$ cat config.mk
export PLATFORM = sky130hd
export DESIGN_NAME = bpc_muldiv
export DESIGN_NICKNAME = d
export VERILOG_FILES = /design/src/rtl/core/bpc_pkg.sv /design/src/rtl/core/bpc_muldiv.sv
export SDC_FILE = /design/constraint.sdc
export NUM_CORES = 1
export LEC_CHECK = 0
export BUFFER_PORTS_ARGS = -buffer_cell sky130_fd_sc_hd__clkbuf_2
export CAP_MARGIN = 20
export CORE_UTILIZATION = 36
export CTS_BUF_LIST = sky130_fd_sc_hd__clkbuf_4
export CTS_CLUSTER_DIAMETER = 50
export CTS_CLUSTER_SIZE = 10
export DETAILED_ROUTE_END_ITERATION = 8
export MAX_ROUTING_LAYER = met4
export PLACE_DENSITY = 0.52
export RECOVER_POWER = 25
export SYNTH_ARGS = -nofsm -noshare
export SYNTH_HDL_FRONTEND = slang
export SYNTH_SLANG_ARGS = --single-unit
$ cat constraint.sdc
create_clock -name clk -period 7.7 [get_ports clk]
set_input_delay 1.155 -clock clk [delete_from_list [all_inputs] [get_ports clk]]
set_output_delay 1.155 -clock clk [all_outputs]
set_load 0.02 [all_outputs]
$ cat src/rtl/core/bpc_pkg.sv
// ----------------------------------------------------------------------------
// bpc_pkg
// Shared widths, types and state encodings for the binomial and
// permutation count core.
// ----------------------------------------------------------------------------
package bpc_pkg;

	localparam int ARG_BITS   = 8;
	localparam int FIELD_BITS = 8;
	localparam int VALUE_BITS = 63;
	localparam int PROD_BITS  = VALUE_BITS + ARG_BITS;
	localparam int CNT_BITS   = $clog2(PROD_BITS);

	localparam logic [VALUE_BITS-1:0] VALUE_MAX  = {VALUE_BITS{1'b1}};
	localparam logic [CNT_BITS-1:0]   DIV_LAST   = CNT_BITS'(PROD_BITS - 1);

	typedef logic [ARG_BITS-1:0]   arg_t;
	typedef logic [VALUE_BITS-1:0] value_t;
	typedef logic [PROD_BITS-1:0]  prod_t;

	typedef struct packed {
		logic   start;
		logic   div_en;
		value_t a;
		arg_t   b;
		arg_t   d;
	} unit_cmd_t;

	typedef struct packed {
		logic   done;
		logic   ovf;
		value_t quo;
	} unit_stat_t;

	typedef struct packed {
		logic   valid;
		value_t value;
		logic   overflow;
		logic   bad_args;
	} res_t;

	typedef enum logic [1:0] {
		U_IDLE,
		U_DIV,
		U_DONE
	} unit_state_t;

	typedef enum logic [1:0] {
		C_IDLE,
		C_STEP,
		C_WAIT,
		C_RESULT
	} ctrl_state_t;

endpackage

$ cat src/rtl/core/bpc_muldiv.sv
// ----------------------------------------------------------------------------
// bpc_muldiv
// Shared arithmetic unit: one registered multiply a*b, then an optional
// restoring divide by d, one quotient bit per cycle.
// ----------------------------------------------------------------------------
module bpc_muldiv
	import bpc_pkg::*;
(
	input  logic       clk,
	input  logic       arst_n,
	input  unit_cmd_t  cmd,
	output unit_stat_t stat
);

	unit_state_t         state_q, state_d;
	prod_t               p_q;
	arg_t                rem_q;
	arg_t                d_q;
	logic [CNT_BITS-1:0] cnt_q;

	logic [ARG_BITS:0] rem_ext;
	logic [ARG_BITS:0] diff;
	logic              ge;

	assign rem_ext = {rem_q, p_q[PROD_BITS-1]};
	assign ge      = rem_ext >= {1'b0, d_q};
	assign diff    = rem_ext - {1'b0, d_q};

	always_ff @(posedge clk or negedge arst_n) begin
		if (!arst_n) begin
			state_q <= U_IDLE;
		end else begin
			state_q <= state_d;
		end
	end

	always_comb begin
		state_d = state_q;
		unique case (state_q)
			U_IDLE: begin
				if (cmd.start) begin
					state_d = cmd.div_en ? U_DIV : U_DONE;
				end
			end
			U_DIV: begin
				if (cnt_q == DIV_LAST) begin
					state_d = U_DONE;
				end
			end
			U_DONE: begin
				state_d = U_IDLE;
			end
			default: begin
				state_d = U_IDLE;
			end
		endcase
	end

	always_ff @(posedge clk) begin
		if (state_q == U_IDLE && cmd.start) begin
			p_q   <= PROD_BITS'(cmd.a) * PROD_BITS'(cmd.b);
			d_q   <= cmd.d;
			rem_q <= '0;
			cnt_q <= '0;
		end else if (state_q == U_DIV) begin
			p_q   <= {p_q[PROD_BITS-2:0], ge};
			rem_q <= ge ? diff[ARG_BITS-1:0] : rem_ext[ARG_BITS-1:0];
			cnt_q <= cnt_q + CNT_BITS'(1);
		end
	end

	assign stat.done = (state_q == U_DONE);
	assign stat.ovf  = |p_q[PROD_BITS-1:VALUE_BITS];
	assign stat.quo  = p_q[VALUE_BITS-1:0];

endmodule

==> flow_summary.yaml, run 1 <==
drt:
  drtIter0Drc: 786
  vias: 14900
  dr.pass1.iters: 5
  viasPerCell: 5.02
  drc_errors: 0
  routed_wl_mm: 56.9
  antenna_left: 0
  wl_per_cell_um: 19.1
hold_path:
  hold_class: "in2async"
clock_network:
  numCtsBuffers: 9
  htreeDepth: 3
  clkTransAtPathRegs_ns: 0.18
  cts_buffer_depth: 2
  post_cts_buffers: 0
  clk_latency_ns: 0.56
  cts_tree: "done"
  cts.sinks: 96
  cts-root-buf: "clkbuf_4"
  cts_resized: 0
  hold_buffers: 0
floorplanning:
  dieArea_mm2: 0.0574
  coreArea_mm2: 0.0554
  io_pins: 148
  die_width_um: 239
  row_count: 86
  start_util: 0.366
  die_h_um: 239
outcome:
  outcome: "complete, no violations"
global_routing:
  grt_overflow: 0
  grt_max_degree: 77
  antenna_found_initial: 4
  grt_usage: 0.211
  grt_pass1_wl_mm: 90.7
  grt_pass1_vias: 15800
timing:
  tns_ns: 0
  finClkSkew_ns: 0.0228
  setup_viol: 0
  final-max-slew-violation-count: 0
  tightest_slew_ns: 1.37
  fmax_ghz: 0.151
  layout_min_cycle_time_ns: 6.62
  final.period_utilization: 0.860
  max_slew_margin: 0.0825
  hold_viol: 0
  rsz0062_at_grt: "false"
worst_setup_path:
  cp-start-kind: "input pin"
  rrSetupSlack_ns: 4.46
  r2r-start: "d_q[1]$_DFFE_PP_"
  r2r_end: "rem_q[2]$_SDFFE_PP0P_"
  cp.arrival_ns: 6.95
  crit_path_end_kind: "flip-flop"
  crit_fanout: 25
  r2r_cells: 13
  cp.required_ns: 8.02
  critical_path_class: "in2reg"
logic_synthesis:
  yosys-top-cells-area: "fa_1, and2_1, edfxtp_1, ha_1, inv_1"
  synthTopCellsByCount: "and2_1, fa_1, inv_1"
  synth_cell_types: 87
  avgSynthCellArea_um2: 9.26
  async_flop_share: 0.0208
  ys_warn_count: 0
  ys_seq_area_frac: 0.134
  yosysMostFrequentCell: "and2_1"
  synth_top_area_frac: 0.362
  synth_ff_type: "edfxtp_1"
  synth_edf_count: 79
  synth_area_mm2: 0.0203
  syn_nets: 2744
  ys_ff_latch: 96
  netlist_instances: 2193
  yosysTopAreaCell: "fa_1"
pwr:
  ir_drop_uv: 156
  p_per_area_mw_per_mm2: 399
  p_leak_nw: 9.97
placed_design:
  post-dp-hpwl_mm: 46.2
  port_buffers: 147
  gp_congestion: 0.901
cells_and_area:
  area_delta_synth_final_pct: 5.34
  utilization: 0.386
  fillerInstances: 5613
  drive_gt1_frac: 0.0917
  nets: 2770
run:
  cap_viol_max_count: 0
-- cells by family (layout without fill, tap and decap cells) --
logic type | after synthesis | after routing | share of synthesized area
xor gates and xnor gates | 69 | 69 | 0.0298
adders and majority gates | 468 | 468 | 0.424
DFF | 96 | 96 | 0.134
AOI/OAI and AO/OA | 335 | 335 | 0.106
muxes | 1 | 1 | 0.000555
other | 0 | 2 | 0
buffers and inverters | 425 | 456 | 0.0948
and+or+nand+nor | 799 | 799 | 0.210
-- cell type report --
type                            instances  area, um^2  area share
Multi-Input combinational cell       1672       15700       0.732
Sequential cell                        96        2720       0.127
Inverter                              272        1020      0.0477
Tap cell                              748         936      0.0438
Timing Repair Buffer                  168         907      0.0424
Clock buffer                            9        67.6     0.00316
Clock inverter                          7        65.1     0.00304
Antenna cell                            2        5.00    0.000234
-- critical path, stage by stage --
cell      delay [ns]
clkbuf_2        0.52
and2_1          0.24
fa_1            0.45
fa_1            0.51
fa_1            0.49
inv_1           0.05
fa_1            0.48
inv_1           0.05
ha_1            0.41
nand3_2         0.17
or3_4           0.45
a211oi_4        0.36
o21ai_2         0.12
a21oi_2         0.20
o21ai_2         0.12
or4b_4          0.55
a31oi_4         0.20
nor2b_1         0.08
xor2_1          0.23
o21ai_1         0.08
-- through the flow --
step	std cells	instance area, um^2	power [W]	hold slack, ns	setup slack [ns]
2_1_floorplan	2193	20300	0.00651	0.450	1.48
3_3_place_gp	2956	21300	0.00822	0.468	0.477
3_5_place_dp	2956	21300	0.00825	0.475	0.491
4_1_cts	2972	21400	0.00857	0.307	1.14
6_report	2974	21400	0.00853	0.364	1.08
5_1_grt	2974	21400	0.00939	0.320	0.891
-- flip-flops by register name (all words and copies together) (netlist names) --
register	flops
cnt_q	7
d_q	8
rem_q	8
state_q	2
p_q	71
-- layout by cell type (no fill, tap or decap), types with 10 or more instances in the layout --
cell type	Yosys	final
clkbuf_2	0	131
a21oi_1	82	82
dfxtp_1	15	15
xnor2_1	37	37
fa_1	367	367
a211oi_1	10	10
buf_4	63	17
nand2_1	243	242
nand4_1	22	22
ha_1	101	101
edfxtp_1	79	79
clkbuf_1	78	17
o21ai_0	107	107
nor2b_1	11	11
inv_1	271	271
o21bai_1	13	13
nand3_1	16	16
and2_1	393	393
nor3_1	16	16
nor2_1	54	54
xor2_1	32	32
a21o_1	49	49
-- how the worst max path moves through the flow --
stage	start	to	slack [ns]
after CTS	cmd[12]	p_q[59]$_DFFE_PP_	1.14
after detailed placement	cmd[12]	p_q[59]$_DFFE_PP_	0.49
after global routing	cmd[11]	p_q[65]$_DFFE_PP_	0.89
after floorplan	cmd[10]	p_q[68]$_DFFE_PP_	1.48
after global placement	cmd[12]	p_q[59]$_DFFE_PP_	0.48
final	cmd[12]	p_q[59]$_DFFE_PP_	1.08
-- per-layer routing --
layer | routed length, um | vias up | GRT usage
li1 | - | 6970 | -
met1 | 29000 | 7540 | 0.312
met2 | 24600 | 370 | 0.312
met3 | 2350 | 52 | 0.0196
met4 | 918 | 0 | 0.0482
met5 | 0 | - | -
-- power breakdown --
| part | internal [W] | switching [W] |
|---|---|---|
| combinational | 0.00270 | 0.00439 |
| clock | 0.0000723 | 0.000204 |
| sequential | 0.000978 | 0.000179 |
| total | 0.00375 | 0.00477 |
(Power assumes the default switching activity.)
==> inputs of run 2 (changes only) <==
--- a/config.mk
+++ b/config.mk
@@ -5,15 +5,15 @@
 export SDC_FILE = /design/constraint.sdc
 export NUM_CORES = 1
 export LEC_CHECK = 0
-export BUFFER_PORTS_ARGS = -buffer_cell sky130_fd_sc_hd__clkbuf_2
+export BUFFER_PORTS_ARGS = -buffer_cell sky130_fd_sc_hd__buf_2
 export CAP_MARGIN = 20
-export CORE_UTILIZATION = 36
+export CORE_UTILIZATION = 50
 export CTS_BUF_LIST = sky130_fd_sc_hd__clkbuf_4
 export CTS_CLUSTER_DIAMETER = 50
 export CTS_CLUSTER_SIZE = 10
 export DETAILED_ROUTE_END_ITERATION = 8
 export MAX_ROUTING_LAYER = met4
-export PLACE_DENSITY = 0.52
+export PLACE_DENSITY = 0.68
 export RECOVER_POWER = 25
 export SYNTH_ARGS = -nofsm -noshare
 export SYNTH_HDL_FRONTEND = slang
==> run 2 against run 1 <==
  * Via count increased by 1.9%
  * Combinational power barely moved
  * Worst hold slack got worse by 0.056 ns
  * Count of clock-buffer cells in the layout did not move
  * Highest routed layer unchanged
  * Cell area fell by 1.2%
  * Critical endpoint is now p_q[68]$_DFFE_PP_
  * Largest cell class unchanged
  * Core utilization is 14 points higher
  * Sequential share of layout area grew 0.15 points
  * Sequential power barely moved
  * Clock skew rose by 0.0058 ns
  * Maximum frequency increased by 1.2%
  * Flip-flop and latch count unchanged
  * Non-clock buffer count is 1 higher
  * Largest power group unchanged
==> flow_summary.yaml, run 2 (synthesized netlist as in run 1, its figures left out) <==
outcome:
  outcome: "complete, no violations"
worst_setup_path:
  cp-start-kind: "input pin"
  worstSetupStartpoint: "cmd[10]"
  cp.required_ns: 8.04
  path_cells: "buf_2 -> and2_1 -> fa_1 -> fa_1 -> fa_1 -> inv_1 -> fa_1 -> inv_1 -> ha_1 -> a21o_1 -> o21bai_1 -> a2111oi_0 -> nor3_1 -> o2111ai_2 -> nand4b_1 -> a22oi_2 -> o31ai_4 -> a21oi_2 -> a2111oi_0 -> or3_1"
  critPathBufInv: 3
  cp_common_cell: "fa_1"
  crit_path_end_kind: "flip-flop"
  cp.arrival_ns: 6.88
  cp_slowest_stage_delay_ns: 0.59
  crit_cells: 20
  crit_family: "adder cells"
  r2r-start: "state_q[0]$_DFFE_PN0P_"
  slowest_stage: "buf_2"
  critical_path_class: "in2reg"
  r2r_cells: 6
  crit_fanout: 36
drt:
  met2WireLength_mm: 24.4
  met3_length_mm: 2.97
  wl_per_cell_um: 19.4
  topRoutingLayerUsed: "met4"
  vias: 15200
  drtIter0Drc: 978
  viasPerCell: 5.53
  met1_length_mm: 25.3
  routed_wl_mm: 53.5
  dr.pass1.iters: 5
  drc_errors: 0
  antenna_left: 0
clock_network:
  cts_resized: 0
  post_cts_buffers: 0
  cts_buffer_depth: 2
  clkTransAtPathRegs_ns: 0.19
  cts-root-buf: "clkbuf_4"
  clk_latency_ns: 0.58
  htreeDepth: 3
  cts_tree: "done"
  cts.sinks: 96
  hold_buffers: 0
  numCtsBuffers: 9
timing:
  fmax_ghz: 0.153
  rsz0062_at_grt: "false"
  tns_ns: 0
  max_slew_margin: 0.175
  tightest_slew_ns: 1.24
  setup_viol: 0
  final.period_utilization: 0.850
  final-max-slew-violation-count: 0
  finClkSkew_ns: 0.0286
  layout_min_cycle_time_ns: 6.54
  hold_viol: 0
cells_and_area:
  nets: 2771
  area_delta_synth_final_pct: 4.08
  drive_gt1_frac: 0.0971
  top_register: "p_q"
  final_common_cell: "and2_1"
  layout_common_cells: "and2_1, fa_1, inv_1"
  largest_reg_flops: 71
  top_regs: "p_q x71, d_q x8, rem_q x8"
  seq_area_mm2: 0.00272
  multi_input_area_mm2: 0.0157
  fillerInstances: 3701
floorplanning:
  die_width_um: 204
  dieArea_mm2: 0.0414
  start_util: 0.509
  die_h_um: 204
  coreArea_mm2: 0.0399
  io_pins: 148
  row_count: 73
pwr:
  p_per_area_mw_per_mm2: 402
  ir_drop_uv: 200
  power.total_w: 0.00850
  p_leak_nw: 9.99
hold_path:
  hold_class: "in2async"
placed_design:
  post-dp-hpwl_mm: 42.6
  gp_congestion: 0.910
  port_buffers: 147
global_routing:
  grt_max_degree: 115
  antenna_found_initial: 1
  grt_pass1_wl_mm: 87.1
  grt_usage: 0.278
  grt_overflow: 0
  grt_pass1_vias: 16100
run:
  cap_viol_max_count: 0
## run 2: changes by cell type in the layout (fill, tap and decap cells not counted), sizes merged
| cell | delta |
|---|---|
| clkbuf | -143 |
| diode | -1 |
| clkinv | +2 |
| buf | +144 |
| clkinvlp | -2 |
## run 2: layout make-up
type	count	area share
multi-input cells	1672	0.741
well taps	525	0.0311
flip-flops and latches	96	0.129
clock inverters	7	0.00361
clock buffers	9	0.00320
diodes	1	0.000118
repair buffers	169	0.0440
inverters	272	0.0483
## run 2: final timing paths
path,endpoint,slack [ns]
setup reg to reg,p_q[68]$_DFFE_PP_,4.43
max in group asynchronous,state_q[0]$_DFFE_PN0P_,7.27
min in group clk,rem_q[5]$_SDFFE_PP0P_,0.50
hold / removal,state_q[1]$_DFFE_PN0P_,0.31
setup / recovery,p_q[68]$_DFFE_PP_,1.16
hold reg to reg,rem_q[5]$_SDFFE_PP0P_,0.50
## run 2: stage by stage
step / hold slack [ns] / setup slack, ns / instances / utilization / area [um^2]
finish: 0.308 / 1.16 / 2751 / 0.529 / 21100
CTS: 0.251 / 1.19 / 2749 / 0.530 / 21100
global route: 0.282 / 0.776 / 2751 / 0.529 / 21100
global placement: 0.466 / 0.660 / 2733 / 0.526 / 21000
detailed placement: 0.483 / 0.534 / 2733 / 0.526 / 21000
floorplan: 0.450 / 1.48 / 2193 / - / 20300
## run 2: routing by layer
metal,vias up,GRT usage
met5,-,-
met4,0,0.0593
met3,53,0.0288
met2,476,0.426
met1,7720,0.401
li1,6966,-
## run 2: where the power goes
| group | switching (W) | internal (W) | total [W] |
|---|---|---|---|
| combinational | 0.00436 | 0.00271 | 0.00707 |
| sequential | 0.000161 | 0.000977 | 0.00114 |
| clock | 0.000213 | 0.0000759 | 0.000289 |
